==> config.mk <==
export PLATFORM = sky130hd
export DESIGN_NAME = avt_sum_tree
export DESIGN_NICKNAME = d
export VERILOG_FILES = /design/src/rtl/core/avt_pkg.sv /design/src/rtl/core/avt_sum_tree.sv
export SDC_FILE = /design/constraint.sdc
export NUM_CORES = 2
export LEC_CHECK = 0
export BUFFER_PORTS_ARGS = -buffer_cell sky130_fd_sc_hd__buf_2
export CORE_AREA = 2 2 503 505
export DETAILED_ROUTE_END_ITERATION = 8
export DIE_AREA = 0 0 505 507
export SETUP_SLACK_MARGIN = 0.2
export SLEW_MARGIN = 20
export SYNTH_ARGS = -nofsm -noshare
export SYNTH_HDL_FRONTEND = slang
export SYNTH_SLANG_ARGS = --single-unit
==> constraint.sdc <==
create_clock -name clk -period 25.3 [get_ports clk]
set_clock_uncertainty 0.1 [all_clocks]
set_input_delay 7.59 -clock clk [delete_from_list [all_inputs] [get_ports clk]]
set_output_delay 7.59 -clock clk [all_outputs]
set_load 0.02 [all_outputs]
==> src/rtl/core/avt_pkg.sv <==
// Package for the affine vector transform: payload structs, command codes,
// configuration constants and width helpers.
// No dependencies; used by every module under rtl/core.
package avt_pkg;

    // Default number format: signed Q16.16
    localparam int NUM_WIDTH_DEF = 32;
    localparam int FRAC_BITS_DEF = 16;

    // Field widths fixed by the interface
    localparam int FIELD_W   = 32;
    localparam int CMD_W     = 2;
    localparam int CFG_W     = 64;
    localparam int CFG_IDX_W = 4;
    localparam int NUM_REGS  = 8;
    localparam int REG_SEL_W = 3;
    localparam int DIM       = 4;
    localparam int NUM_ELEMS = DIM * DIM;

    // Command codes; the unused code behaves as homogeneous
    localparam logic [CMD_W-1:0] CMD_POINT = 2'd0;
    localparam logic [CMD_W-1:0] CMD_DIR   = 2'd1;
    localparam logic [CMD_W-1:0] CMD_HOMO  = 2'd2;

    // Reset contents of the matrix registers (identity), register 7 first
    localparam logic [NUM_REGS-1:0][CFG_W-1:0] CFG_RESET = {
        64'h0000_0000_0001_0000,   // m32:m33
        64'h0000_0000_0000_0000,   // m30:m31
        64'h0001_0000_0000_0000,   // m22:m23
        64'h0000_0000_0000_0000,   // m20:m21
        64'h0000_0000_0000_0000,   // m12:m13
        64'h0000_0000_0001_0000,   // m10:m11
        64'h0000_0000_0000_0000,   // m02:m03
        64'h0001_0000_0000_0000    // m00:m01
    };

    typedef struct packed {
        logic [CMD_W-1:0]          cmd;
        logic signed [FIELD_W-1:0] vec_x;
        logic signed [FIELD_W-1:0] vec_y;
        logic signed [FIELD_W-1:0] vec_z;
        logic signed [FIELD_W-1:0] vec_w;
    } avt_in_t;

    typedef struct packed {
        logic signed [FIELD_W-1:0] out_x;
        logic signed [FIELD_W-1:0] out_y;
        logic signed [FIELD_W-1:0] out_z;
        logic signed [FIELD_W-1:0] out_w;
        logic                      overflow;
    } avt_out_t;

    // Product width: covers a full product and a translation shifted by the fraction
    function automatic int prod_width(input int num_w, input int frac_b);
        int wide;
        wide = (frac_b > num_w) ? frac_b : num_w;
        return num_w + wide;
    endfunction

endpackage

==> src/rtl/core/avt_sum_tree.sv <==
// Second and third pipeline stages: pairwise sums, then full row sums.
// Depends on avt_pkg; takes products from avt_mult_stage, feeds avt_sat_stage.
module avt_sum_tree #(
    parameter int PROD_W = avt_pkg::prod_width(avt_pkg::NUM_WIDTH_DEF,
                                               avt_pkg::FRAC_BITS_DEF),
    parameter int SUM_W  = PROD_W + 2
) (
    input  logic                                      clk,
    input  logic                                      rst_n,
    input  logic                                      up_valid,
    output logic                                      up_ready,
    input  logic [avt_pkg::NUM_ELEMS-1:0][PROD_W-1:0] prod,
    input  logic                                      up_homo,
    output logic                                      dn_valid,
    input  logic                                      dn_ready,
    output logic [avt_pkg::DIM-1:0][SUM_W-1:0]        rows,
    output logic                                      dn_homo
);

    localparam int PAIR_W  = PROD_W + 1;
    localparam int NUM_PAIRS = 2 * avt_pkg::DIM;

    logic                                 pair_valid_reg;
    logic                                 pair_adv;
    logic [NUM_PAIRS-1:0][PAIR_W-1:0]     pair_reg;
    logic [NUM_PAIRS-1:0][PAIR_W-1:0]     pair_next;
    logic                                 pair_homo_reg;
    logic                                 row_valid_reg;
    logic                                 row_adv;
    logic [avt_pkg::DIM-1:0][SUM_W-1:0]   row_reg;
    logic [avt_pkg::DIM-1:0][SUM_W-1:0]   row_next;
    logic                                 row_homo_reg;

    assign row_adv  = !row_valid_reg || dn_ready;
    assign pair_adv = !pair_valid_reg || row_adv;
    assign up_ready = pair_adv;

    // Add neighbouring products with sign extension
    always_comb
    begin
        for (int j = 0; j < NUM_PAIRS; j++)
        begin
            pair_next[j] = PAIR_W'($signed(prod[2*j])) + PAIR_W'($signed(prod[2*j + 1]));
        end
    end

    // Add the two pairs of each row
    always_comb
    begin
        for (int r = 0; r < avt_pkg::DIM; r++)
        begin
            row_next[r] = SUM_W'($signed(pair_reg[2*r])) + SUM_W'($signed(pair_reg[2*r + 1]));
        end
    end

    // Advance both valid bits
    always_ff @(posedge clk or negedge rst_n)
    begin
        if (!rst_n)
        begin
            pair_valid_reg <= 1'b0;
            row_valid_reg  <= 1'b0;
        end
        else
        begin
            if (pair_adv)
                pair_valid_reg <= up_valid;
            if (row_adv)
                row_valid_reg <= pair_valid_reg;
        end
    end

    // Hold the partial sums
    always_ff @(posedge clk)
    begin
        if (pair_adv && up_valid)
        begin
            pair_reg      <= pair_next;
            pair_homo_reg <= up_homo;
        end
        if (row_adv && pair_valid_reg)
        begin
            row_reg      <= row_next;
            row_homo_reg <= pair_homo_reg;
        end
    end

    assign dn_valid = row_valid_reg;
    assign rows     = row_reg;
    assign dn_homo  = row_homo_reg;

endmodule

## Word-level counts from Yosys, hierarchy flattened

Cells that the tools add are included.

- Flip-flop bits (word level): 788
- Input bits: 1,029

- $add $sub $neg: 12
- Reduce and logical (&&, ||, !) cells: 6

Operator list:

| cell | number |
|---|---|
| $add 64x64->65 | 8 |
| $add 65x65->66 | 4 |
| $logic_and 1x1->1 | 2 |
| $logic_not 1->1 | 2 |
| $logic_or 1x1->1 | 2 |

## Logic depth before layout (Yosys ltp)

- Depth in word-level cells: 4
- Depth in mapped cells: 14
- Depth with buffers taken out: 14

## Worst setup path before layout

OpenSTA, ideal clock, no wires.

- Path type: input-to-reg
- Start: input port dn_ready
- End: register pair_homo_reg (enable)
- Stages on the path: 2
- Slack: 4,613 ps
- Data arrival time: 19,636 ps
- Buffers on the path: 0
- Setup time: 951 ps
- Cells stage by stage: nand3b_1 and2_1

- Longest elaborated chain between the ends: 3

Ends and longest elaborated chain:

| item | line | source |
|---|---|---|
| from (decl) | avt_sum_tree.sv:15 | `input logic dn_ready,` |
| $logic_or 1x1->1 | avt_sum_tree.sv:34 | `assign row_adv = !row_valid_reg \|\| dn_ready;` |
| $logic_or 1x1->1 | avt_sum_tree.sv:35 | `assign pair_adv = !pair_valid_reg \|\| row_adv;` |
| $logic_and 1x1->1 | avt_sum_tree.sv:76 | `if (pair_adv && up_valid)` |
| to (signal assigned) | avt_sum_tree.sv:79 | `pair_homo_reg <= up_homo;` |
| to (decl) | avt_sum_tree.sv:27 | `logic pair_homo_reg;` |

No other way between the ends.
A chain may end at the register's enable or synchronous reset.

## Worst setup path in the final report

- Start: input port dn_ready
- End: output port up_ready

- Longest elaborated chain between the ends: 2

Ends and longest elaborated chain:

| item | line | source |
|---|---|---|
| $logic_or 1x1->1 | avt_sum_tree.sv:34 |  |
| $logic_or 1x1->1 | avt_sum_tree.sv:35 |  |
| to (decl) | avt_sum_tree.sv:11 | `output logic up_ready,` |

No other way between the ends.

==> out/qor.log <==
[floorplanning] number of core rows 184
[yosys] portion of synthesized cell area occupied by the leading cell type 35.00%
[setup_path] flop-to-flop setup slack 20.72 ns
[power] Internal Dissipation 3.530 mW
[placement] placer congestion estimate 1.132
[layout] core occupancy in the finished layout 32.20%
[setup_path] most prevalent standard cell on the critical path sky130_fd_sc_hd__buf_2
[setup_path] Worst EP arrival 8.17 ns
[clock_tree] number of buffers on the longest clock path 3
[setup_path] worst setup path category primary input to output pin
[floorplanning] initial cell density of the core 26.93%
[setup_path] WP buf/inv 2
[hold_path] number of cells traversed by the worst hold path 0
[clock_tree] clock buffers created by TritonCTS 97
[clock_tree] Clock Sinks 788
[global_route] Total Routing Usage GR 23.66%
[clock_tree] library cell used as clock root buffer sky130_fd_sc_hd__clkbuf_16
[power] leakage power of the design 34.43 nW
[yosys] number of distinct library cell variants in the gate-level netlist after synthesis 104
[sta] upper clock frequency limit 0.06306 GHz
[setup_path] cell-by-cell listing of the critical path buf_2 > nand3b_1 > buf_2
[yosys] Async S/R FF share, synth 0.2538%
[sta] aggregate negative setup slack 0 ns
[clock_tree] clock tree from TritonCTS done
[yosys] sequential share of the synthesized area 35.07%
[yosys] number of enable flip-flop cells after synthesis 786
[global_route] initial antenna violation count 145
[power] power density normalized to cell area 73.65 nW/µm²
[power] worst-case vdd ir drop 52.38 µV
[setup_path] Critical Path Start Type primary input
[run] max-cap check violation count 0
[sta] transition at the pin with the smallest max-transition slack 1.035 ns
[detailed_routing] violation count after the first detailed-route iteration 5343
[placement] input/output buffers 1295
[power] switching part of the total power 40.57%
[clock_tree] post-cts repair resize count 0
[yosys] total of flip-flops plus latches after synthesis 788
[layout] number of flip-flops in the largest register 520
[floorplanning] Die Area 256000 µm²
[hold_path] Hold Path Origin pair_homo_reg
[sta] Fin. Hold Viols 0
[power] share of total power in sequential cells 32.6%
[floorplanning] number of top-level design ports 1296
[setup_path] Stages on worst setup path 3
[floorplanning] area of the core 250500 µm²
[layout] Layout Area Growth over Synthesis 19.58%
[clock_tree] clock latency on the worst-skew pair 0.74 ns
[sta] relative max-transition margin 31.01%
[yosys] Post-Synthesis Net Count 9040
[yosys] most common cell in the netlist sky130_fd_sc_hd__a21oi_1
[sta] setup repair after global routing missed its margin false
[yosys] dominant cells by area after synthesis sky130_fd_sc_hd__edfxtp_1, sky130_fd_sc_hd__ha_1, sky130_fd_sc_hd__a21oi_1, sky130_fd_sc_hd__xnor2_1, sky130_fd_sc_hd__a21o_1
[status] status complete, no violations
[sta] post-layout minimum cycle time 15.86 ns
[placement] Final HPWL DP 273.7 mm
[yosys] most instantiated cells after synthesis sky130_fd_sc_hd__a21oi_1, sky130_fd_sc_hd__edfxtp_1, sky130_fd_sc_hd__ha_1
[yosys] largest area contributor in the synthesized netlist sky130_fd_sc_hd__edfxtp_1
[detailed_routing] vias after detailed routing 63450
[yosys] total standard cell area after synthesis 67440 µm²
[layout] NumNets Final 10170
[detailed_routing] via density per instance 5.354
[clock_tree] clock-pin slew of the registers on the worst-case setup and hold paths 0.07 ns
[hold_path] hold endpoint dn_homo
[setup_path] category of cells accounting for the largest share of critical-path delay buffers and inverters
[layout] layout cell share with drive strength beyond 1 18.51%
[sta] Slew Viols, Final 0
[power] combinational share of power 43.1%
[yosys] yosys warns 0
[setup_path] reg-to-reg critical path startpoint pair_reg[195]
[floorplanning] die boundary height 507 µm
[detailed_routing] number of detailed-route iterations in the first pass 8
[clock_tree] CTS H-Tree Depth 3
[power] clock network power share 24.4%
[setup_path] Worst Reg-to-Reg Cells 14
[setup_path] terminus of the critical flop-to-flop path rows[128]
[detailed_routing] ANT nets after route 0
[sta] Final period util 62.68%
[power] NetSw 2.410 mW
[global_route] pin count of the biggest net entering global routing 152
[global_route] overall overflow remaining after global route 0
[sta] count of endpoints failing setup in the final report 0
[layout] Fill cells 26150
[setup_path] highest net fanout along the worst path 3
[yosys] most used flip-flop cell after synthesis sky130_fd_sc_hd__edfxtp_1
[setup_path] type of destination of the critical path output pin
[hold_path] Hold/Removal Path Class register to register
[detailed_routing] total length of routed wires 316.4 mm
[yosys] number of standard cells after synthesis 7227
[clock_tree] Setup Buffers After CTS 0
[detailed_routing] average wire length per cell after detail routing 26.70 µm
[global_route] wire length of the first global-routing pass 443.4 mm
[yosys] Post-Syn Area per Cell 9.332 µm²
[detailed_routing] count of unresolved DRC violations after routing 0
[clock_tree] number of buffers added to fix hold violations after cts 0
[global_route] vias in the first global route 62040
[setup_path] endpoint required time on the critical path 17.61 ns
[setup_path] highest cell delay on the worst timing path 0.23 ns
[setup_path] cell type of the slowest stage on the worst timing path sky130_fd_sc_hd__nand3b_1
[floorplanning] Die X 505 µm
-- layout make-up --
cell class | instances | area, µm² | area share [%]
Multi-Input combinational cell | 5947 | 41950 | 52.01
Sequential cell | 788 | 23650 | 29.33
Timing Repair Buffer | 1311 | 6626 | 8.216
Tap cell | 3348 | 4189 | 5.194
Clock buffer | 109 | 2494 | 3.092
Inverter | 213 | 799.5 | 0.9914
Clock inverter | 70 | 778.2 | 0.9650
Antenna cell | 64 | 160.2 | 0.1986
-- layout by cell type, fill, tap and decap left out, drive strengths merged, types with 78 or more instances in the layout --
| cell | synthesis | final |
|---|---|---|
| buf | 7 | 1311 |
| a21oi | 884 | 884 |
| edfxtp | 786 | 786 |
| ha | 772 | 772 |
| nand2 | 556 | 556 |
| o21ai | 481 | 481 |
| a21o | 454 | 454 |
| xnor2 | 445 | 445 |
| nor2 | 384 | 384 |
| xor2 | 284 | 284 |
| inv | 213 | 229 |
| nand4 | 192 | 192 |
| o21bai | 161 | 161 |
| nand3 | 154 | 154 |
| nor2b | 112 | 112 |
| clkbuf | 272 | 109 |
| a31oi | 102 | 102 |
| nor3 | 95 | 95 |
| a211oi | 82 | 82 |
| nand2b | 78 | 78 |
-- cell families (layout without fill, tap and decap cells) --
family,after synthesis,after routing,share of synthesized area (%)
flip-flops,788,788,35.07
adder cells (fa/ha/maj),784,784,14.68
multiplexers,3,3,0.04638
XOR/XNOR,729,729,9.467
AND/OR/NAND/NOR,1795,1795,12.90
AO/OA/AOI/OAI,2636,2636,25.08
other,0,64,0
buffers and inverters,492,1703,2.755
-- metrics by stage --
stage | area (µm²) | hold WS, ns | std cells | setup WS, ns | power, mW
after detailed placement | 77220 | 0.3405 | 11610 | 9.448 | 4.491
after global routing | 80540 | 0.3661 | 11810 | 9.406 | 6.235
after floorplan | 67440 | 0.3003 | 7227 | 4.613 | 3.515
final | 80650 | 0.3437 | 11850 | 9.441 | 5.939
after CTS | 80490 | 0.3564 | 11790 | 9.442 | 5.973
after global placement | 77220 | 0.3640 | 11610 | 9.453 | 4.485
-- worst max path at each step --
| stage | start | endpoint | slack (ns) |
|---|---|---|---|
| 5_1_grt | dn_ready | up_ready | 9.41 |
| 3_3_place_gp | dn_ready | up_ready | 9.45 |
| 6_report | dn_ready | up_ready | 9.44 |
| 4_1_cts | dn_ready | up_ready | 9.44 |
| 3_5_place_dp | dn_ready | up_ready | 9.45 |
| 2_1_floorplan | dn_ready | pair_homo_reg | 4.61 |
-- per-layer routing --
metal	GRT usage (%)	vias to the layer above	share of wire, %
li1	-	29700	-
met1	27.88	30430	39
met2	41.23	2709	48
met3	4.591	552	6.9
met4	11.04	60	5.2
met5	0	-	0.12
-- power by group through the flow --
stage          registers, mW  clock network, mW  logic [mW]
6_report                1.93               1.45        2.56
5_1_grt                 1.95               1.53        2.75
4_1_cts                 1.94               1.49        2.54
3_5_place_dp            1.96                  0        2.53
3_3_place_gp            1.96                  0        2.52
2_1_floorplan           2.06                  0        1.45
No activity file was read; power rests on OpenSTA's default activity.
