### src/rtl/core/avt_pkg.sv
// Package for the affine vector transform: payload structs, command codes,
// configuration constants and width helpers.
// No dependencies; used by every module under rtl/core.
package avt_pkg;

    // Default number format: signed Q16.16
    localparam int NUM_WIDTH_DEF = 32;
    localparam int FRAC_BITS_DEF = 16;

    // Field widths fixed by the interface
    localparam int FIELD_W   = 32;
    localparam int CMD_W     = 2;
    localparam int CFG_W     = 64;
    localparam int CFG_IDX_W = 4;
    localparam int NUM_REGS  = 8;
    localparam int REG_SEL_W = 3;
    localparam int DIM       = 4;
    localparam int NUM_ELEMS = DIM * DIM;

    // Command codes; the unused code behaves as homogeneous
    localparam logic [CMD_W-1:0] CMD_POINT = 2'd0;
    localparam logic [CMD_W-1:0] CMD_DIR   = 2'd1;
    localparam logic [CMD_W-1:0] CMD_HOMO  = 2'd2;

    // Reset contents of the matrix registers (identity), register 7 first
    localparam logic [NUM_REGS-1:0][CFG_W-1:0] CFG_RESET = {
        64'h0000_0000_0001_0000,   // m32:m33
        64'h0000_0000_0000_0000,   // m30:m31
        64'h0001_0000_0000_0000,   // m22:m23
        64'h0000_0000_0000_0000,   // m20:m21
        64'h0000_0000_0000_0000,   // m12:m13
        64'h0000_0000_0001_0000,   // m10:m11
        64'h0000_0000_0000_0000,   // m02:m03
        64'h0001_0000_0000_0000    // m00:m01
    };

    typedef struct packed {
        logic [CMD_W-1:0]          cmd;
        logic signed [FIELD_W-1:0] vec_x;
        logic signed [FIELD_W-1:0] vec_y;
        logic signed [FIELD_W-1:0] vec_z;
        logic signed [FIELD_W-1:0] vec_w;
    } avt_in_t;

    typedef struct packed {
        logic signed [FIELD_W-1:0] out_x;
        logic signed [FIELD_W-1:0] out_y;
        logic signed [FIELD_W-1:0] out_z;
        logic signed [FIELD_W-1:0] out_w;
        logic                      overflow;
    } avt_out_t;

    // Product width: covers a full product and a translation shifted by the fraction
    function automatic int prod_width(input int num_w, input int frac_b);
        int wide;
        wide = (frac_b > num_w) ? frac_b : num_w;
        return num_w + wide;
    endfunction

endpackage

### src/rtl/core/avt_cfg_regs.sv
// Matrix configuration registers of the affine vector transform.
// Depends on avt_pkg; presents the 16 matrix elements at NUM_WIDTH bits.
module avt_cfg_regs #(
    parameter int NUM_WIDTH = avt_pkg::NUM_WIDTH_DEF
) (
    input  logic                                   clk,
    input  logic                                   rst_n,
    input  logic                                   cfg_valid,
    output logic                                   cfg_ready,
    input  logic [avt_pkg::CFG_IDX_W-1:0]          cfg_index,
    input  logic [avt_pkg::CFG_W-1:0]              cfg_data,
    output logic [avt_pkg::NUM_ELEMS-1:0][NUM_WIDTH-1:0] mat
);

    logic [avt_pkg::NUM_REGS-1:0][avt_pkg::CFG_W-1:0] cfg_reg;
    logic                                             wr_hit;

    // Writes are always taken; indexes beyond the list are dropped
    assign cfg_ready = 1'b1;
    assign wr_hit    = cfg_valid &&
                       (cfg_index < avt_pkg::CFG_IDX_W'(avt_pkg::NUM_REGS));

    // Hold the register file
    always_ff @(posedge clk or negedge rst_n)
    begin
        if (!rst_n)
        begin
            cfg_reg <= avt_pkg::CFG_RESET;
        end
        else if (wr_hit)
        begin
            cfg_reg[cfg_index[avt_pkg::REG_SEL_W-1:0]] <= cfg_data;
        end
    end

    // Split each register into its two elements: even column high, odd column low
    always_comb
    begin
        for (int r = 0; r < avt_pkg::DIM; r++)
        begin
            for (int c = 0; c < avt_pkg::DIM; c++)
            begin
                if (c[0])
                    mat[r*avt_pkg::DIM + c] = cfg_reg[r*2 + c/2][NUM_WIDTH-1:0];
                else
                    mat[r*avt_pkg::DIM + c] = cfg_reg[r*2 + c/2][32 +: NUM_WIDTH];
            end
        end
    end

endmodule

### config.mk
export PLATFORM = sky130hd
export DESIGN_NAME = avt_cfg_regs
export DESIGN_NICKNAME = d
export VERILOG_FILES = /design/src/rtl/core/avt_pkg.sv /design/src/rtl/core/avt_cfg_regs.sv
export SDC_FILE = /design/constraint.sdc
export NUM_CORES = 1
export LEC_CHECK = 0
export ABC_AREA = 1
export BUFFER_PORTS_ARGS = -buffer_cell sky130_fd_sc_hd__clkbuf_2
export CAP_MARGIN = 20
export CORE_AREA = 5 5 223 225
export CTS_BUF_LIST = sky130_fd_sc_hd__clkbuf_8
export DETAILED_ROUTE_END_ITERATION = 6
export DIE_AREA = 0 0 228 230
export GPL_ROUTABILITY_DRIVEN = 1
export PLACE_DENSITY = 0.65
export SYNTH_ARGS = -nofsm -noshare
export SYNTH_HDL_FRONTEND = slang
export SYNTH_SLANG_ARGS = --single-unit
export TNS_END_PERCENT = 5
### constraint.sdc
create_clock -name clk -period 2.5 [get_ports clk]
set_clock_uncertainty 0.15 [all_clocks]
set_input_delay 0.125 -clock clk [delete_from_list [all_inputs] [get_ports clk]]
set_output_delay 0.125 -clock clk [all_outputs]
set_load 0.02 [all_outputs]
**Word level (Yosys, flattened, before mapping)**

Index checks and enable logic that the tools add are counted.

- Output and inout bits: 513
- Register bits after elaboration: 512
- Logic and storage cells: 16

- Reductions and logical operators: 2
- Multiplexer cells: 3
- $lt $le $gt $ge: 3

Operators with widths:

| kind | number |
|---|---|
| 512-bit bitwise mux | 1 |
| 64-bit demux with 3-bit select | 1 |
| 64-bit two-way mux | 1 |
| 3-bit by 4-bit < comparator with 1-bit output, second input constant | 1 |
| 4-bit < comparator, second input constant | 1 |
| 3-bit by 1-bit greater-or-equal comparator with 1-bit output, second input constant | 1 |
| 1-bit logical AND | 2 |

**Logic depth before layout (Yosys ltp)**

Gate-level depths: netlist of the first run.

- Word-level depth: 5
- Depth in mapped cells: 7

**Least setup slack after synthesis of the first run**

Ideal clock, no wire load.

- Path type: input to register
- Start: input cfg_index[0] in the netlist's numbering
- End: register cfg_reg (netlist bit mat[192])
- Cell stages on the path: 6
- Data required time: 2.285 ns
- Slack: 1.302 ns
- Library setup time: 0.065 ns
- Path buffers: 2
- Arrival time: 0.983 ns
- Cell sequence: buf_4 -> nand3_2 -> nor2_4 -> buf_6 -> nand2_1 -> nand2_1

- Word-level cells in the longest chain between the ends: 5

Ends and longest elaborated chain:

| item | line | text |
|---|---|---|
| start: declaration | avt_cfg_regs.sv:10 | `input logic [avt_pkg::CFG_IDX_W-1:0] cfg_index,` |
| 3-bit by 4-bit < comparator with 1-bit output (implied by the code) / 3-bit by 1-bit greater-or-equal comparator with 1-bit output (equally long branches) | avt_cfg_regs.sv:32 | `cfg_reg[cfg_index[avt_pkg::REG_SEL_W-1:0]] <= cfg_data;` |
| 1-bit logical AND (implied by the code) | avt_cfg_regs.sv:32 |  |
| 64-bit two-way mux (implied by the code) | avt_cfg_regs.sv:32 |  |
| 64-bit demux with 3-bit select | avt_cfg_regs.sv:32 |  |
| 512-bit bitwise mux | avt_cfg_regs.sv:32 |  |
| end signal: assignment | avt_cfg_regs.sv:28 | `cfg_reg <= avt_pkg::CFG_RESET;` |
| end signal: indexed assignment | avt_cfg_regs.sv:32 |  |
| end: declaration | avt_cfg_regs.sv:15 | `logic [avt_pkg::NUM_REGS-1:0][avt_pkg::CFG_W-1:0] cfg_reg;` |

Parallel ways exist; a longest one is shown, timed or not.
A chain may end at the register's enable or synchronous reset.

**Final worst setup path of the first run**

- Start: input cfg_index[1] in the netlist's numbering
- End: register cfg_reg (netlist bit mat[5])

The elaborated chain is that of the path after synthesis.

==> reports/qor.yml, run 1 <==
status:
  status: "complete, no violations"
clock_network:
  numCtsBuffers: 86
  cts_resized: 0
  clock-sinks: 512
  root_buffer: "clkbuf_8"
  clk_pin_slew_ps: 60
  clock_latency_ps: 650
  htreeDepth: 3
  cts_tree: "built"
  cts_buffer_depth: 3
final_layout:
  largest_reg_flops: 512
  area_growth_pct: 28.1
  final_common_cell: "nand2_1"
  final_nets: 2933
  drive_above_1_share: 0.266
  fillers: 4339
  layout_common_cells: "1284 x nand2_1, 581 x clkbuf_2, 508 x dfrtp_1"
  antennaDiodeCount: 0
place:
  pre_cts_ws_ps: 539
  portBuffers: 582
  gp_congestion: 0.869
  dp_hpwl_um: 48400
detailed_routing:
  drt-initial-drc-count: 1542
  wl_per_cell_um: 21.0
  viasPerCell: 5.09
  first_pass_iters: 5
  top_layer_used: "met4"
  route.detailed.drc: 0
  wl_met2_um: 35200
  antenna_left: 0
  m1WireLength_um: 29300
  wl_met3_um: 7070
  finalWirelength_um: 74300
  vias: 18000
yosys:
  synth_top_area_frac: 0.629
  ys_top_cells_by_area: "dfrtp_1 63%, nand2_1 24%, nand3_1 6.3%"
  yosys_warnings: 0
  synth_fa_ha_area_frac: 0
  synth_top_cell_by_area: "dfrtp_1"
  synth_xor_xnor_area_share: 0
  synthMuxAreaShare: 0
  ys_types: 17
  ys_seq_elements: 512
  yosysSeqAreaShare: 0.634
  synthSimpleGateAreaFrac: 0.311
  syn_inst: 2273
  syn_avg_cell_area_um2: 8.89
  synth_top_family_by_area: "simple AND/OR/NAND/NOR gates"
  netlist_area_mm2: 0.0202
  synth_nets: 2344
  synth-compound-area-share: 0
hold_path:
  min_to: "mat[125]$_DFFE_PN0P_"
  hp-start: "cfg_index[0]"
  min_path_cells: 4
  hp-class: "input port to flip-flop"
setup_path:
  max_stage_delay_ps: 560
  worst-path-buf-inv: 3
  cp_top_family: "buffers and inverters"
  crit_path_top_delay_cell: "dlygate4sd3_1"
  crit_path_frequent_cell: "nand2_1"
  required_ps: 2890
  start_kind: "input port"
  reg2reg_depth: 2
  crit_arrival_ps: 2190
  crit_chain: "dlygate4sd3_1 > clkbuf_2 > nor2_4 > nand3_4 > buf_4 > nand2_1 > nand2_1"
  worst-r2r-setup-slack_ps: 1620
  path_max_fanout: 25
  path_class: "input port to flip-flop"
  timing.rr.start: "mat[336]$_DFFE_PN1P_"
  worst_r2r_endpoint: "mat[336]$_DFFE_PN1P_"
  cp-end-kind: "flip-flop"
sta:
  slew_viol_final: 0
  setup_ws_ps: 698
  finalCritPeriodShare: 0.721
  finalSetupViolCount: 0
  finalSetupTns_ps: 0
  rsz0062_at_grt: "false"
  min_period_ps: 1800
  hold_violations: 0
  max-slew-margin-rel: 0.422
  timing.fmax_ghz: 0.555
  worst_pin_slew_ps: 867
floorplanning:
  initial_utilization: 0.427
  fp.dieH_um: 230
  coreArea_mm2: 0.0473
  dieArea_mm2: 0.0524
  io_pins: 584
  die_w_um: 228
  row_count: 80
power_and_ir_drop:
  p_leak_nw: 14.9
  ir_drop_mv: 0.502
  power.density_mw_per_mm2: 974
global_route:
  grt_pass1_vias: 18100
  grt.total_usage: 0.276
  grt_max_degree: 115
  antenna_found_initial: 0
  grt_overflow: 0
  grt_pass1_wl_um: 113000
run:
  maxCapViolCount: 0
## synthesized netlist by cell type, drive strengths merged
| cell type | count |
|---|---|
| nand2 | 1286 |
| dfrtp | 508 |
| nand3 | 263 |
| buf | 180 |
| clkbuf | 14 |
| nor2 | 11 |
| inv | 6 |
| dfstp | 4 |
| conb | 1 |
## cell type report
cell class	count	area [um^2]	area share
Sequential cell	512	12800	0.495
Multi-Input combinational cell	1561	6360	0.246
Timing Repair Buffer	695	4170	0.161
Clock buffer	112	1540	0.0596
Tap cell	615	769	0.0297
Clock inverter	38	199	0.00769
Inverter	6	22.5	0.000870
## layer usage
metal / up-vias / track usage
met5: - / 0
met2: 914 / 0.443
met4: 0 / 0.114
met1: 8803 / 0.357
li1: 8166 / -
met3: 137 / 0.0778
## worst reg2reg max path, cell delays in order (launching register included)
cell and delay [ps]:
dfstp_2 530, nand2_1 60, nand2_1 80
## metrics by stage
stage               instances  hold slack, ps  utilization  area (um^2)  total power (W)
floorplan                2273            -321            -        20200           0.0147
global placement         3318            6.06        0.494        23400           0.0176
detailed placement       3318            8.60        0.494        23400           0.0177
CTS                      3539            28.6        0.546        25900           0.0253
global route             3539             111        0.546        25900           0.0264
finish                   3539            75.1        0.546        25900           0.0252
## logic make-up after synthesis
kind of cell	after synthesis
DFF	512
and+or+nand+nor	1560
buffers and inverters	200
other	1
## worst max-delay path by stage
stage / slack [ps] / end / startpoint / cells past startpoint
2_1_floorplan: 1300 / mat[192]$_DFFE_PN0P_ / cfg_index[0] / 6
3_3_place_gp: 600 / mat[469]$_DFFE_PN0P_ / cfg_index[0] / 7
3_5_place_dp: 540 / mat[465]$_DFFE_PN0P_ / cfg_index[0] / 7
4_1_cts: 750 / mat[5]$_DFFE_PN0P_ / cfg_index[1] / 7
5_1_grt: 630 / mat[447]$_DFFE_PN0P_ / cfg_index[1] / 7
6_report: 700 / mat[5]$_DFFE_PN0P_ / cfg_index[1] / 7
## power by group
group	leakage (nW)	internal (W)	switching [W]
clock network	0.989	0.00410	0.00341
registers	6.50	0.0100	0.00110
logic	7.45	0.00195	0.00464
## repair_timing
action	4_1_cts	5_1_grt
hold endpoints to repair	1004	0
buffers inserted	0	0
hold buffers	71	0
Power figures use the tool's default switching activity.
==> run 2, diff against run 1 <==
--- a/config.mk
+++ b/config.mk
@@ -5,7 +5,7 @@
 export SDC_FILE = /design/constraint.sdc
 export NUM_CORES = 1
 export LEC_CHECK = 0
-export ABC_AREA = 1
+export ABC_AREA = 0
 export BUFFER_PORTS_ARGS = -buffer_cell sky130_fd_sc_hd__clkbuf_2
 export CAP_MARGIN = 20
 export CORE_AREA = 5 5 223 225
@@ -13,7 +13,7 @@
 export DETAILED_ROUTE_END_ITERATION = 6
 export DIE_AREA = 0 0 228 230
 export GPL_ROUTABILITY_DRIVEN = 1
-export PLACE_DENSITY = 0.65
+export PLACE_DENSITY = 0.67
 export SYNTH_ARGS = -nofsm -noshare
 export SYNTH_HDL_FRONTEND = slang
 export SYNTH_SLANG_ARGS = --single-unit
==> constraint.sdc (replaced) <==
create_clock -name clk -period 1.5 [get_ports clk]
set_clock_uncertainty 0.15 [all_clocks]
set_input_delay 0.075 -clock clk [delete_from_list [all_inputs] [get_ports clk]]
set_output_delay 0.075 -clock clk [all_outputs]
set_load 0.02 [all_outputs]
==> run 2 against run 1 <==
The flow now finishes with violations (negative setup slack). Clock-buffer cell count down 2. Final cell count is 29% lower. Sequential power up 72%. Critical path type is now flip-flop to output pin. Highest routed layer unchanged.
==> reports/qor.yml, run 2 <==
final_layout:
  area_growth_pct: 34.9
  largest_reg_flops: 512  # unchanged
  final_nets: 1908  # -35%
  final_common_cell: "dfrtp_1"
  drive_above_1_share: 0.676  # +0.410
  layout_common_cells: "508 x dfrtp_1, 327 x mux2_2, 323 x clkbuf_2"
setup_path:
  max_stage_delay_ps: 570  # about the same
  path_class: "flip-flop to output pin"
  start_kind: "flip-flop"
  worst_r2r_endpoint: "mat[492]$_DFFE_PN0P_"
  crit_path_top_delay_cell: "dfstp_2"
  worst-path-buf-inv: 1  # -2
  crit_arrival_ps: 1340  # -850 ps
  required_ps: 1270  # -1620 ps
  path_max_fanout: 2  # -92%
  reg2reg_depth: 2  # unchanged
  cp_top_family: "flip-flops"
  crit_chain: "buf_8"
  worst-r2r-setup-slack_ps: 400  # -1220 ps
  timing.rr.start: "mat[492]$_DFFE_PN0P_"
  cp-end-kind: "output pin"
floorplanning:
  fp.dieH_um: 230  # unchanged
  coreArea_mm2: 0.0473  # unchanged
  initial_utilization: 0.424  # -0.00312
  die_w_um: 228  # unchanged
  row_count: 80  # unchanged
  dieArea_mm2: 0.0524  # unchanged
  io_pins: 584  # unchanged
clock_network:
  clock-sinks: 512  # unchanged
  root_buffer: "clkbuf_8"
  clk_pin_slew_ps: 60  # about the same
  clock_latency_ps: 650  # about the same
  htreeDepth: 3  # unchanged
  numCtsBuffers: 86  # unchanged
  cts_tree: "built"
  cts_buffer_depth: 3  # unchanged
power_and_ir_drop:
  power.density_mw_per_mm2: 1680  # +72%
  ir_drop_mv: 1.01  # +100%
  p_leak_nw: 13.7  # -7.9%
sta:
  slew_viol_final: 0  # unchanged
  finalSetupTns_ps: -211  # -211 ps
  finalCritPeriodShare: 1.04
  finalSetupViolCount: 4  # +4
  rsz0062_at_grt: "true"
  timing.fmax_ghz: 0.640
  setup_ws_ps: -63.5  # -762 ps
  hold_violations: 0  # unchanged
  min_period_ps: 1560
place:
  dp_hpwl_um: 40400  # -17%
  gp_congestion: 0.805  # -7.4%
  pre_cts_ws_ps: -212  # -752 ps
  portBuffers: 582  # unchanged
yosys:
  ys_seq_elements: 512  # unchanged
  syn_avg_cell_area_um2: 18.4  # +110%
  yosysMostFrequentCell: "dfrtp_1"
  ys_types: 20  # +3
  synth_top_area_frac: 0.634  # +0.00463
  async_flop_share: 1.00  # unchanged
  synth-main-ff-cell: "dfrtp_1"
  ys_top_cells_by_area: "dfrtp_1 63%, mux2_2 18%, mux2_4 13%"
  synth_nets: 1163  # -50%
  synth_edf_count: 0  # unchanged
  syn_inst: 1092  # -52%
  netlist_area_mm2: 0.0201  # -0.73%
  yosysSeqAreaShare: 0.639  # +0.00467
  synth_common_cells: "508 x dfrtp_1, 327 x mux2_2, 180 x mux2_4"
  synth_top_cell_by_area: "dfrtp_1"
  yosys_warnings: 0  # unchanged
detailed_routing:
  first_pass_iters: 4  # -1
  route.detailed.drc: 0  # unchanged
  vias: 12400  # -31%
  finalWirelength_um: 59100  # -20%
  viasPerCell: 4.93  # -3.1%
  wl_per_cell_um: 23.4  # +12%
  antenna_left: 0  # unchanged
  drt-initial-drc-count: 575  # -63%
hold_path:
  min_to: "mat[220]$_DFFE_PN0P_"
  min_path_cells: 5  # +1
  hp-class: "input port to flip-flop"
  hp-start: "cfg_valid"
status:
  status: "finished with violations"
  violations: "negative setup slack"
global_route:
  grt_max_degree: 86  # -25%
  grt.total_usage: 0.221  # -0.0558
  antenna_found_initial: 1  # +1
  grt_pass1_vias: 14000  # -23%
  grt_overflow: 0  # unchanged
  grt_pass1_wl_um: 89700  # -21%
run:
  maxCapViolCount: 0  # unchanged
[run 2: cell types whose count changed after synthesis, sizes merged]
| cell | delta |
|---|---|
| and3 | +1 |
| nand2b | +1 |
| mux2 | +512 |
| clkbuf | -14 |
| buf | -125 |
| nor3b | +3 |
| inv | -6 |
| nand2 | -1284 |
| nand3 | -263 |
| nand3b | +3 |
| nor2 | -9 |
[run 2: stage by stage]
step | total power, W | area [um^2] | cells | hold WS [ps] | util
6_report | 0.0454 | 27100 | 2520 | 76.6 | 0.572
5_1_grt | 0.0474 | 27100 | 2520 | 38.9 | 0.572
3_5_place_dp | 0.0321 | 23800 | 2290 | -194 | 0.503
4_1_cts | 0.0450 | 26400 | 2515 | 18.7 | 0.558
2_1_floorplan | 0.0265 | 20100 | 1092 | -371 | -
3_3_place_gp | 0.0318 | 23800 | 2290 | -192 | 0.503
[run 2: report_power, final]
group / switching (W) / internal (W) / total, W
logic: 0.00763 / 0.00629 / 0.0139
registers: 0.00201 / 0.0171 / 0.0191
clock network: 0.00565 / 0.00678 / 0.0124
[run 2: area by class of cell]
class                      count  area (um^2)
fill                        3708        20300
sequential                   512        12800
multi-input combinational    525         6590
timing repair buffer         712         5130
clock buffer                 110         1510
tap                          615          769
clock inverter                45          239
antenna                        1         2.50
[run 2: timing repair]
item                                    4_1_cts  5_1_grt
hold endpoints to repair                   1024        0
resized for setup                            35      445
hold buffers                                 69        0
pin swaps                                     0        0
endpoints found under the setup margin       99      309
setup buffers                                 1        4
[run 2: how the worst max path moves through the flow]
stage / from / end / slack (ps) / depth (start not counted)
2_1_floorplan: cfg_index[3] / mat[320]$_DFFE_PN0P_ / 110 / 5
3_3_place_gp: cfg_valid / mat[352]$_DFFE_PN0P_ / -190 / 5
3_5_place_dp: cfg_index[3] / mat[203]$_DFFE_PN0P_ / -210 / 5
4_1_cts: mat[496]$_DFFE_PN1P_ / mat[496] / -140 / 1
5_1_grt: mat[336]$_DFFE_PN1P_ / mat[336] / -140 / 1
6_report: mat[336]$_DFFE_PN1P_ / mat[336] / -60 / 1
[run 2: logic make-up after synthesis]
group / count (synthesis) / share of synthesized area
other cells: 1 / 0.000187
mux: 512 / 0.321
flops: 512 / 0.639
simple gates: 12 / 0.00580
buf+inv: 55 / 0.0337
[run 2: metal layers]
layer	global-route usage	wire length, um	vias up
met2	0.379	30100	434
met3	0.0645	3470	112
met1	0.266	23600	6515
met4	0.0792	1940	0
li1	-	-	5372
met5	0	0	-
