`src/rtl/core/avt_pkg.sv`:
```
// Package for the affine vector transform: payload structs, command codes,
// configuration constants and width helpers.
// No dependencies; used by every module under rtl/core.
package avt_pkg;

    // Default number format: signed Q16.16
    localparam int NUM_WIDTH_DEF = 32;
    localparam int FRAC_BITS_DEF = 16;

    // Field widths fixed by the interface
    localparam int FIELD_W   = 32;
    localparam int CMD_W     = 2;
    localparam int CFG_W     = 64;
    localparam int CFG_IDX_W = 4;
    localparam int NUM_REGS  = 8;
    localparam int REG_SEL_W = 3;
    localparam int DIM       = 4;
    localparam int NUM_ELEMS = DIM * DIM;

    // Command codes; the unused code behaves as homogeneous
    localparam logic [CMD_W-1:0] CMD_POINT = 2'd0;
    localparam logic [CMD_W-1:0] CMD_DIR   = 2'd1;
    localparam logic [CMD_W-1:0] CMD_HOMO  = 2'd2;

    // Reset contents of the matrix registers (identity), register 7 first
    localparam logic [NUM_REGS-1:0][CFG_W-1:0] CFG_RESET = {
        64'h0000_0000_0001_0000,   // m32:m33
        64'h0000_0000_0000_0000,   // m30:m31
        64'h0001_0000_0000_0000,   // m22:m23
        64'h0000_0000_0000_0000,   // m20:m21
        64'h0000_0000_0000_0000,   // m12:m13
        64'h0000_0000_0001_0000,   // m10:m11
        64'h0000_0000_0000_0000,   // m02:m03
        64'h0001_0000_0000_0000    // m00:m01
    };

    typedef struct packed {
        logic [CMD_W-1:0]          cmd;
        logic signed [FIELD_W-1:0] vec_x;
        logic signed [FIELD_W-1:0] vec_y;
        logic signed [FIELD_W-1:0] vec_z;
        logic signed [FIELD_W-1:0] vec_w;
    } avt_in_t;

    typedef struct packed {
        logic signed [FIELD_W-1:0] out_x;
        logic signed [FIELD_W-1:0] out_y;
        logic signed [FIELD_W-1:0] out_z;
        logic signed [FIELD_W-1:0] out_w;
        logic                      overflow;
    } avt_out_t;

    // Product width: covers a full product and a translation shifted by the fraction
    function automatic int prod_width(input int num_w, input int frac_b);
        int wide;
        wide = (frac_b > num_w) ? frac_b : num_w;
        return num_w + wide;
    endfunction

endpackage

```
`src/rtl/core/avt_sat_stage.sv`:
```
// Last pipeline stage: drop the fraction bits, saturate, register the result.
// Depends on avt_pkg; takes row sums from avt_sum_tree.
module avt_sat_stage #(
    parameter int NUM_WIDTH = avt_pkg::NUM_WIDTH_DEF,
    parameter int FRAC_BITS = avt_pkg::FRAC_BITS_DEF,
    parameter int SUM_W     = avt_pkg::prod_width(NUM_WIDTH, FRAC_BITS) + 2
) (
    input  logic                               clk,
    input  logic                               rst_n,
    input  logic                               up_valid,
    output logic                               up_ready,
    input  logic [avt_pkg::DIM-1:0][SUM_W-1:0] rows,
    input  logic                               homo,
    output logic                               res_valid,
    input  logic                               res_ready,
    output avt_pkg::avt_out_t                  res_data
);

    localparam logic signed [SUM_W-1:0] SAT_HI = SUM_W'({1'b0, {(NUM_WIDTH-1){1'b1}}});
    localparam logic signed [SUM_W-1:0] SAT_LO = ~SAT_HI;

    logic                             valid_reg;
    logic                             advance;
    avt_pkg::avt_out_t                res_reg;
    avt_pkg::avt_out_t                res_next;
    logic signed [SUM_W-1:0]          quot [avt_pkg::DIM];
    logic signed [NUM_WIDTH-1:0]      sat_val [avt_pkg::DIM];
    logic [avt_pkg::DIM-1:0]          sat_hit;

    assign advance  = !valid_reg || res_ready;
    assign up_ready = advance;

    // Shift toward minus infinity and clamp each row
    always_comb
    begin
        for (int r = 0; r < avt_pkg::DIM; r++)
        begin
            quot[r] = $signed(rows[r]) >>> FRAC_BITS;
            if (quot[r] > SAT_HI)
            begin
                sat_val[r] = SAT_HI[NUM_WIDTH-1:0];
                sat_hit[r] = 1'b1;
            end
            else if (quot[r] < SAT_LO)
            begin
                sat_val[r] = SAT_LO[NUM_WIDTH-1:0];
                sat_hit[r] = 1'b1;
            end
            else
            begin
                sat_val[r] = quot[r][NUM_WIDTH-1:0];
                sat_hit[r] = 1'b0;
            end
        end
    end

    // Assemble the result; w is zero and never flags outside homogeneous mode
    always_comb
    begin
        res_next.out_x    = avt_pkg::FIELD_W'(sat_val[0]);
        res_next.out_y    = avt_pkg::FIELD_W'(sat_val[1]);
        res_next.out_z    = avt_pkg::FIELD_W'(sat_val[2]);
        res_next.out_w    = homo ? avt_pkg::FIELD_W'(sat_val[3]) : '0;
        res_next.overflow = sat_hit[0] || sat_hit[1] || sat_hit[2] || (homo && sat_hit[3]);
    end

    // Advance the output valid bit
    always_ff @(posedge clk or negedge rst_n)
    begin
        if (!rst_n)
            valid_reg <= 1'b0;
        else if (advance)
            valid_reg <= up_valid;
    end

    // Load the output register
    always_ff @(posedge clk)
    begin
        if (advance && up_valid)
            res_reg <= res_next;
    end

    assign res_valid = valid_reg;
    assign res_data  = res_reg;

endmodule

```
`config.mk`:
```
export PLATFORM = sky130hd
export DESIGN_NAME = avt_sat_stage
export DESIGN_NICKNAME = d
export VERILOG_FILES = /design/src/rtl/core/avt_pkg.sv /design/src/rtl/core/avt_sat_stage.sv
export SDC_FILE = /design/constraint.sdc
export NUM_CORES = 1
export LEC_CHECK = 0
export ABC_CLOCK_PERIOD_IN_PS = 12000
export BUFFER_PORTS_ARGS = -buffer_cell sky130_fd_sc_hd__clkbuf_2
export CAP_MARGIN = 5
export CORE_AREA = 2 2 156 158
export DETAILED_ROUTE_END_ITERATION = 7
export DIE_AREA = 0 0 158 160
export GPL_ROUTABILITY_DRIVEN = 0
export PLACE_DENSITY = 0.53
export SYNTH_ARGS = -nofsm -noshare
export SYNTH_HDL_FRONTEND = slang
export SYNTH_SLANG_ARGS = --single-unit
export TNS_END_PERCENT = 1
```
`constraint.sdc`:
```
create_clock -name clk -period 12 [get_ports clk]
set_input_delay 3 -clock clk [delete_from_list [all_inputs] [get_ports clk]]
set_output_delay 3 -clock clk [all_outputs]
set_load 0.005 [all_outputs]
```
**After elaboration in Yosys (flattened, before gate mapping)**

Cells that the tools add are included.

- Flip-flop bits (word level): 130
- Output and inout port bits: 131
- Bits of input ports: 269
- Word-level logic and storage cells: 37

- Reduce and logical (&&, ||, !) cells: 8
- Bitwise operators: 1
- Muxes and demuxes: 13
- Order comparisons: 8

Operator list:

| operator | count |
|---|---|
| $gt A50 B32 Y1 const B | 4 |
| $lt A50 B32 Y1 const B | 4 |
| $mux W32 | 4 |
| $mux W31 | 1 |
| $mux W1 | 8 |
| $logic_or A1 B1 Y1 | 4 |
| $logic_and A1 B1 Y1 | 2 |
| $reduce_or A2 Y1 | 1 |
| $logic_not A1 Y1 | 1 |
| $not A1 Y1 | 1 |

**Longest topological paths before layout**

Gate-level depths: netlist of the first run.

- Depth after elaboration: 6
- Gate-level depth with buffers: 6
- Mapped depth without buffers: 5

**Least setup slack after synthesis of the first run**

Ideal clock, no wire load.

- Kind: input port to flip-flop
- Start point: input port res_ready
- End point: register res_reg (netlist bit res_data[0]), enable pin
- Setup slack: 5363 ps
- Data arrival time: 6134 ps
- Library setup time: 504 ps
- Stages on the path: 2
- Path buffers: 0
- Required time: 11496 ps
- Cells stage by stage: nand2b_1 -> and2_1

- Longest elaborated chain between the ends: 2

Ends and longest elaborated chain:

| item | line | text |
|---|---|---|
| from (decl) | avt_sat_stage.sv:15 | `input logic res_ready,` |
| $logic_or A1 B1 Y1 | avt_sat_stage.sv:30 | `assign advance = !valid_reg \|\| res_ready;` |
| $logic_and A1 B1 Y1 | avt_sat_stage.sv:79 | `if (advance && up_valid)` |
| to (signal assigned) | avt_sat_stage.sv:80 | `res_reg <= res_next;` |
| to (decl) | avt_sat_stage.sv:24 | `avt_pkg::avt_out_t res_reg;` |

No other way between the ends.
A chain may end at the register's enable or synchronous reset.

**Final worst setup path of the first run**

- Start point: input port res_ready
- End point: output port up_ready

- Longest elaborated chain between the ends: 1

Ends and longest elaborated chain:

| item | line | text |
|---|---|---|
| $logic_or A1 B1 Y1 | avt_sat_stage.sv:30 |  |
| to (decl) | avt_sat_stage.sv:11 | `output logic up_ready,` |

No other way between the ends.

==> metrics.md, run 1 <==
| Metric | Value |
|---|---|
| Status | `complete, no violations` |
| Placed Instances | `1113` |
| Fmax achieved | `157 MHz` |
| Fin area | `0.00812 mm2` |
| Tmin final | `6.36 ns` |
| Syn Area/Cell | `11.4 um2` |
| Xor/xnor share of the synthesized area | `0` |
| Worst Path Buf+Inv | `2` |
| Layout cells sized above 1 | `0.469` |
| Die width | `158 um` |
| Synth Area in Adders | `0` |
| Slew Limit Headroom | `0.336` |
| Antenna cells | `0` |
| Reg power frac | `0.448` |
| Hold path endpoint | `res_valid` |
| CTS Buf Count | `17` |
| Vias post-DR | `4764` |
| Setup ws final | `5.64 ns` |
| Core area | `0.0238 mm2` |
| Final hold vios | `0` |
| FF-to-FF Start | `res_valid` |
| Psw | `286 uW` |
| Post-synth top area cell | `edfxtp_1` |
| Post-synthesis sequential area ratio | `0.720` |
| Post-synthesis cell type count | `20` |
| CP peak stage delay | `0.16 ns` |
| Cells on worst reg2reg path | `3` |
| Hold-fix buffers, CTS | `0` |
| WL final | `17.0 mm` |
| Yosys warns | `0` |
| WL/cell | `14.8 um` |
| Data required, critical path | `9.00 ns` |
| Reg-to-reg slack, setup | `9.48 ns` |
| IO Count | `400` |
| Setup crit end kind | `primary output` |
| Max Root-Sink Buffers | `2` |
| Chip height | `160 um` |
| Placed Area | `0.00751 mm2` |
| CTS tree | `built` |
| Pin count of the biggest net entering global routing | `76` |
| Finish-stage setup viols | `0` |
| P&R area growth vs syn | `50.0%` |
| Post-synth top area share | `0.715` |
| Fin Setup TNS | `0 ns` |
| Pwr Density | `148 mW/mm2` |
| Die area | `0.0253 mm2` |
| Hold depth | `2` |
| Post-route insts no fill | `1145` |
| Worst path depth | `3` |
| Worst setup SP type | `input port` |
| Layout Nets | `1077` |
| Syn Nets | `743` |
| Power Internal | `916 uW` |
| # DRC | `0` |
| Post-Syn Instances | `474` |
| Min-delay worst type | `reg -> reg` |
| Clock Latency Late Sink | `0.41 ns` |
| CTS root buf | `clkbuf_16` |
| Simple-gate share of the synthesized area | `0.207` |
| Clk_skew | `0.00925 ns` |
| Slowest CP cell | `nand2b_1` |
| CP top delay family | `buffers and inverters` |
| Vias in the first global route | `4562` |
| PortBufs | `335` |
| Initial antenna violation count | `1` |
| Multiplexer share of the synthesized area | `0` |
| Starting Density | `0.227` |
| Synth cell count leaders | `nand2_1, edfxtp_1, a21oi_1` |
| Critical path class | `in -> out` |
| Clock transition at path regs | `0.06 ns` |
| Worst-path cell chain | `clkbuf_2 -> nand2b_1 -> clkbuf_2` |
| DR vias/cell | `4.16` |
| Post-synth top flop | `edfxtp_1` |
| Largest fanout on the critical path | `3` |
| Clk pwr share | `0.449` |
| First-pass GRT wire length | `25.2 mm` |
| Fraction of the cycle the final worst path needs | `0.530` |
| Synth Cell Area | `0.00542 mm2` |
| # rows | `57` |
| Comb pwr share | `0.102` |
| WP data arrival | `3.36 ns` |
| H-tree levels | `4` |
| CTS sink count | `130` |
| RSZ-0062 raised after global routing | `no` |
| #FFs+latches synth | `130` |
| Synth top area cells | `edfxtp_1, nand2_1, a21oi_1` |
| Most frequent CP cell | `clkbuf_2` |
| Final Slew Violations | `0` |
| Worst vdd ir | `73.1 uV` |
| Drt initial violations | `283` |
| Antenna-violating nets left | `0` |
| Leak | `0.00367 uW` |
| Worst flop-to-flop path endpoint | `res_data[54]` |
| Drt pass-1 iters | `4` |
| Post-synth EDFFs | `129` |
| Post-CTS Resized | `0` |
| Post-Place Worst Slack | `5.64 ns` |
| Overflow after GRT | `0` |
| Count leader, synth | `nand2_1` |
| Hold Startpoint | `res_valid` |
| Least-Margin Pin Slew | `0.997 ns` |
| Sw frac | `0.238` |
| Largest family of logic cells by synthesized area | `simple AND/OR/NAND/NOR gates` |
| Post-detail-place hpwl | `12.4 mm` |
| Setup bufs post-CTS | `0` |
| Synth Area in Compound Gates | `0.0474` |
| GRT Total Usage | `0.132` |
| Async S/R FF share, synth | `0.00769` |
| Max-Cap Viols | `0` |
final cells by class:
type                       count  area, um2
clock inverter                15        183
timing repair buffer         345       1750
tap                          324        405
inverter                       5       18.8
clock buffer                  17        425
fill                        2567      15700
sequential                   130       3900
multi-input combinational    309       1440
kinds of logic after synthesis:
logic type	count (synthesis)
buffers and inverters	35
and+or+nand+nor	268
DFF	130
AOI/OAI and AO/OA	41
registers in the layout, indices dropped and copies added, names as in the netlist:
name       cells
res_data     129
res_valid      1
metal layers:
metal,GRT usage,share of wire
met5,0,0.00077
met4,0.0356,0.012
met3,0.0459,0.086
met2,0.224,0.48
met1,0.159,0.42
layout by cell type (no fill, tap or decap), drive strengths merged:
cell        n
a21oi      31
and2        1
buf        10
bufinv      3
clkbuf    352
clkinv      6
clkinvlp    3
dfrtp       1
edfxtp    129
inv         8
nand2     222
nand2b      2
nand3       4
nand4      16
nor2        2
nor4       12
o2111ai     1
o21ai       4
o31ai       1
o41ai       4
or3         1
or4         8
worst min-delay path, cell delays in order (launching register included):
cell	delay, ns
dfrtp_1	0.34
nand2b_1	0.09
nand2b_1	0.07
power groups by stage:
stage                     sequential (uW)  clock, uW  combinational [uW]
after floorplan                       555          0                42.5
after global placement                548          0                 126
after detailed placement              549          0                 126
after CTS                             539        560                 127
after global routing                  541        576                 140
final                                 539        540                 123
per-stage QoR:
| stage | util | power (uW) | hold slack (ns) |
|---|---|---|---|
| detailed placement | 0.315 | 675 | 0.531 |
| global route | 0.341 | 1260 | 0.573 |
| global placement | 0.315 | 674 | 0.514 |
| finish | 0.341 | 1200 | 0.539 |
| CTS | 0.341 | 1230 | 0.545 |
| floorplan | - | 597 | 0.537 |
how the worst max path moves through the flow:
| stage | startpoint | endpoint | slack [ns] |
|---|---|---|---|
| after floorplan | res_ready | res_data[0] | 5.36 |
| after global placement | res_ready | up_ready | 5.65 |
| after detailed placement | res_ready | up_ready | 5.64 |
| after CTS | res_ready | up_ready | 5.64 |
| after global routing | res_ready | up_ready | 5.61 |
| final | res_ready | up_ready | 5.64 |
Power figures use the tool's default switching activity.
==> run 2, diff against run 1 <==
- ABC_CLOCK_PERIOD_IN_PS: 12000 -> 5750
- PLACE_DENSITY: 0.53 -> 0.54
- clock period: 12 -> 5.75 ns (I/O delays scaled with it)
==> metrics.md, run 2 (synthesized netlist as in run 1, its figures left out) <==
| Metric | Value |
|---|---|
| P&R area growth vs syn | `50.1%` |
| Max Root-Sink Buffers | `2` |
| Die width | `158 um` |
| Worst setup SP type | `input port` |
| WL/cell | `14.7 um` |
| Clock transition at path regs | `0.06 ns` |
| Chip height | `160 um` |
| Final Slew Violations | `0` |
| Fraction of the cycle the final worst path needs | `0.561` |
| Overflow after GRT | `0` |
| Die area | `0.0253 mm2` |
| Setup bufs post-CTS | `0` |
| Critical path class | `in -> out` |
| Data required, critical path | `4.31 ns` |
| Max reg flops | `129` |
| Worst Path Buf+Inv | `2` |
| Pwr Density | `307 mW/mm2` |
| Worst-path cell chain | `clkbuf_2 -> nand2b_1 -> clkbuf_2` |
| CTS tree | `built` |
| Largest fanout on the critical path | `3` |
| Leak | `0.00368 uW` |
| Worst vdd ir | `148 uV` |
| Vias post-DR | `4791` |
| GRT Total Usage | `0.131` |
| Setup crit end kind | `primary output` |
| Layout Nets | `1077` |
| Pin count of the biggest net entering global routing | `130` |
| Clk_skew | `0.0106 ns` |
| DR vias/cell | `4.18` |
| RSZ-0062 raised after global routing | `no` |
| Most common cell after layout, fill and taps aside | `clkbuf_2` |
| IO Count | `400` |
| Post-detail-place hpwl | `12.2 mm` |
| Clock Latency Late Sink | `0.41 ns` |
| CP peak stage delay | `0.15 ns` |
| PortBufs | `335` |
| Finish-stage setup viols | `0` |
| CTS root buf | `clkbuf_16` |
| Hold-fix buffers, CTS | `0` |
| WP data arrival | `1.79 ns` |
| Layout fillers | `2501` |
| Antenna-violating nets left | `0` |
| Max-Cap Viols | `0` |
| Core area | `0.0238 mm2` |
| Fmax achieved | `310 MHz` |
| Slew Limit Headroom | `0.517` |
| # rows | `57` |
| Most frequent CP cell | `clkbuf_2` |
| Initial antenna violation count | `2` |
| Layout cells sized above 1 | `0.470` |
| Fin Setup TNS | `0 ns` |
| CP startpoint | `res_ready` |
| Commonest non-fill, non-tap cells in the layout | `clkbuf_2, nand2_1, edfxtp_1` |
| Least-Margin Pin Slew | `0.725 ns` |
| CTS sink count | `130` |
| Tmin final | `3.23 ns` |
| Slowest CP cell | `nand2b_1` |
| Hold Startpoint | `res_valid` |
| # DRC | `0` |
| Min-delay worst type | `reg -> reg` |
| WL final | `16.9 mm` |
| FF-to-FF Start | `res_valid` |
| Final hold vios | `0` |
| First-pass GRT wire length | `25.1 mm` |
| CP top delay family | `buffers and inverters` |
| Post-CTS Resized | `0` |
| Status | `complete, no violations` |
| H-tree levels | `4` |
| Drt initial violations | `223` |
| CTS Buf Count | `17` |
| PnR Total Power | `2490 uW` |
| Starting Density | `0.227` |
| Drt pass-1 iters | `4` |
| Vias in the first global route | `4709` |
-- run 2: through the flow --
| stage | instance area, um2 | util | setup WS (ns) | std cells | hold slack [ns] |
|---|---|---|---|---|---|
| 4_1_cts | 8130 | 0.341 | 2.52 | 1145 | 0.570 |
| 5_1_grt | 8130 | 0.341 | 2.41 | 1147 | 0.631 |
| 2_1_floorplan | 5420 | - | 0.675 | 474 | 0.537 |
| 3_5_place_dp | 7530 | 0.316 | 2.09 | 1113 | 0.548 |
| 3_3_place_gp | 7530 | 0.316 | 2.10 | 1113 | 0.534 |
| 6_report | 8130 | 0.341 | 2.52 | 1147 | 0.567 |
-- run 2: tightest hold or removal path, cell delays in order, from the launching register on --
cell      delay [ns]
dfrtp_1         0.36
nand2b_1        0.09
nand2b_1        0.08
-- run 2: path summary, 6_finish.rpt --
kind | slack (ns) | end | cells past startpoint
setup / recovery | 2.52 | up_ready | 3
hold / removal | 0.57 | res_valid | 2
setup reg to reg | 4.10 | res_data[18] | 3
hold reg to reg | 0.57 | res_valid | 2
max in group asynchronous | 4.88 | res_valid | 1
min in group asynchronous | 0.79 | res_valid | 1
-- run 2: area by class of cell --
cell class / count / area, um2 / area share
flip-flops and latches: 130 / 3900 / 0.480
repair buffers: 345 / 1760 / 0.217
multi-input cells: 309 / 1440 / 0.177
clock buffers: 17 / 425 / 0.0523
well taps: 324 / 405 / 0.0499
clock inverters: 15 / 173 / 0.0212
inverters: 5 / 18.8 / 0.00231
diodes: 2 / 5.00 / 0.000616
-- run 2: power breakdown --
part,leakage [uW],internal [uW],switching [uW]
combinational,0.00217,114,145
sequential,0.00122,1110,13.5
clock,0.000289,652,459
-- run 2: per-layer routing --
layer  track usage  routed length (um)
met1         0.151                6830
met2         0.226                8270
met3        0.0450                1380
met4        0.0479                 435
met5             0                   0
==> run 3, diff against run 2 <==
- ABC_AREA: not set -> 1
- ABC_CLOCK_PERIOD_IN_PS: 5750 -> 2700
- CORE_AREA: 2 2 156 158 -> 2 2 154 156
- DIE_AREA: 0 0 158 160 -> 0 0 156 158
- PLACE_DENSITY: 0.54 -> 0.58
- clock period: 5.75 -> 2.7 ns (I/O delays scaled with it)
==> metrics.md, run 3 <==
| Metric | Value |
|---|---|
| CTS tree | `built` |
| DR vias/cell | `4.28` |
| Max reg flops | `129` |
| Max-Cap Viols | `0` |
| Overflow after GRT | `0` |
| Pin count of the biggest net entering global routing | `33` |
| Count leader, synth | `nand2_1` |
| WL final | `17.4 mm` |
| Setup bufs post-CTS | `0` |
| Most used routing layer | `met2` |
| Least-Margin Pin Slew | `0.681 ns` |
| CTS Buf Count | `17` |
| Die width | `156 um` |
| Drt pass-1 iters | `5` |
| Clock Latency Late Sink | `0.41 ns` |
| Area of the multi-input gates | `0.00175 mm2` |
| Power Internal | `4280 uW` |
| First-pass GRT wire length | `25.7 mm` |
| Async S/R FF share, synth | `0.00769` |
| Core area | `0.0231 mm2` |
| IO Count | `400` |
| Met1 global-route usage | `0.157` |
| Reg power frac | `0.432` |
| Layout fillers | `2341` |
| Commonest non-fill, non-tap cells in the layout | `clkbuf_2, nand2_1, edfxtp_1` |
| Post-Syn Instances | `571` |
| Final Slew Violations | `0` |
| Post-detail-place hpwl | `13.6 mm` |
| # DRC | `0` |
| GRT Total Usage | `0.137` |
| Worst vdd ir | `334 uV` |
| Fmax achieved | `575 MHz` |
| Synth top area cells | `edfxtp_1, nand2_1, nor2_1` |
| Largest fanout on the critical path | `2` |
| Tmin final | `1.74 ns` |
| Grt met3 use | `0.0397` |
| Pwr Density | `644 mW/mm2` |
| Comb pwr share | `0.112` |
| Slew Limit Headroom | `0.545` |
| Chip height | `158 um` |
| Most common cell after layout, fill and taps aside | `clkbuf_2` |
| Syn Area/Cell | `10.3 um2` |
| Clock transition at path regs | `0.06 ns` |
| Sw frac | `0.229` |
| Fraction of the cycle the final worst path needs | `0.644` |
| Post-synth top flop | `edfxtp_1` |
| Worst setup SP type | `input port` |
| H-tree levels | `4` |
| P&R area growth vs syn | `46.4%` |
| Post-synth top area cell | `edfxtp_1` |
| Final hold vios | `0` |
| Post-Place Worst Slack | `0.541 ns` |
| Setup ws final | `0.962 ns` |
| Max Root-Sink Buffers | `2` |
| Register Area | `0.00390 mm2` |
| Post-synthesis sequential area ratio | `0.662` |
| PortBufs | `335` |
| Post-synth top area share | `0.658` |
| WP data arrival | `1.06 ns` |
| Layout cells sized above 1 | `0.455` |
| Synth Cell Area | `0.00589 mm2` |
| Status | `complete, no violations` |
| Setup crit end kind | `primary output` |
| Post-synthesis cell type count | `22` |
| Clk_skew | `0.0116 ns` |
| Syn Nets | `840` |
| Yosys warns | `0` |
| Min-delay worst type | `in -> reg` |
| Antenna cells | `0` |
| WL/cell | `14.3 um` |
| Fin Setup TNS | `0 ns` |
| #FFs+latches synth | `130` |
| Met2 usage | `0.240` |
| # rows | `56` |
| CTS sink count | `130` |
| Finish-stage setup viols | `0` |
| Post-synth EDFFs | `129` |
| Layout Utilization | `0.374` |
| Antenna-violating nets left | `0` |
| Starting Density | `0.255` |
| Psw | `1270 uW` |
| Vias post-DR | `5234` |
| Critical path class | `in -> out` |
| Vias in the first global route | `4844` |
| Clk pwr share | `0.456` |
| CTS root buf | `clkbuf_16` |
| Initial antenna violation count | `0` |
| Synth cell count leaders | `nand2_1, edfxtp_1, nor2_1` |
| Die area | `0.0246 mm2` |
| RSZ-0062 raised after global routing | `no` |
| Data required, critical path | `2.03 ns` |
| Drt initial violations | `241` |
| Leak | `0.00396 uW` |
| Layout Nets | `1191` |
-- run 3: cell count changes after synthesis, moves of 5 or more --
cell,change
nand4_1,-6
clkbuf_1,-18
nor2_1,+58
buf_4,+9
inv_1,+7
nor4_1,-12
a21oi_1,-20
nand2_1,+51
a21oi_2,+24
nand3_1,+6
or4_1,-8
buf_6,+5
-- run 3: area by class of cell --
cell class              instances  area share
clock buffers                  18      0.0498
clock inverters                13      0.0245
inverters                      11     0.00624
multi-input cells             400       0.204
flip-flops and latches        130       0.452
well taps                     290      0.0421
repair buffers                362       0.221
-- run 3: cells by family (layout without fill, tap and decap cells) --
logic type | count (synthesis) | count (layout) | synth area share
AND/OR/NAND/NOR | 361 | 361 | 0.243
flip-flops | 130 | 130 | 0.662
AO/OA/AOI/OAI | 39 | 39 | 0.0527
buffers and inverters | 41 | 404 | 0.0419
-- run 3: path summary, 6_finish.rpt --
path / from / end / slack, ns / depth (start not counted)
worst max-delay path: res_ready / up_ready / 0.96 / 4
worst min-delay path: up_valid / res_valid / 0.47 / 3
worst max register to register: res_valid / res_data[55] / 1.07 / 2
worst min register to register: res_valid / res_valid / 0.58 / 2
max in group asynchronous: rst_n / res_valid / 2.05 / 2
min in group asynchronous: rst_n / res_valid / 0.56 / 2
-- run 3: repair_timing --
item | in CTS | in global routing
endpoints found under the hold margin | 1 | 0
hold buffers | 1 | 0
gates resized for setup | 0 | 0
-- run 3: worst max-delay path, stage by stage --
cell	delay [ns]
clkbuf_2	0.15
inv_12	0.07
nand2_1	0.06
clkbuf_2	0.11
-- run 3: metal layers --
metal | share of wire | vias to the layer above
li1 | - | 2604
met1 | 0.40 | 2393
met3 | 0.071 | 23
met4 | 0.023 | 0
met2 | 0.51 | 214
met5 | 0 | -
-- run 3: power by group through the flow --
stage | Combinational (uW) | Sequential, uW | Clock, uW
after CTS | 639 | 2400 | 2600
final | 624 | 2400 | 2530
after global placement | 629 | 2440 | 0
after detailed placement | 637 | 2440 | 0
after floorplan | 246 | 2460 | 0
after global routing | 703 | 2410 | 2680
-- run 3: stage by stage --
stage               instance area [um2]  power, uW  hold slack (ns)  std cells
floorplan                          5910       2710            0.379        571
global placement                   7970       3060            0.456       1192
detailed placement                 7970       3080            0.455       1192
CTS                                8620       5640            0.450       1224
global route                       8620       5790            0.469       1224
finish                             8620       5550            0.473       1224
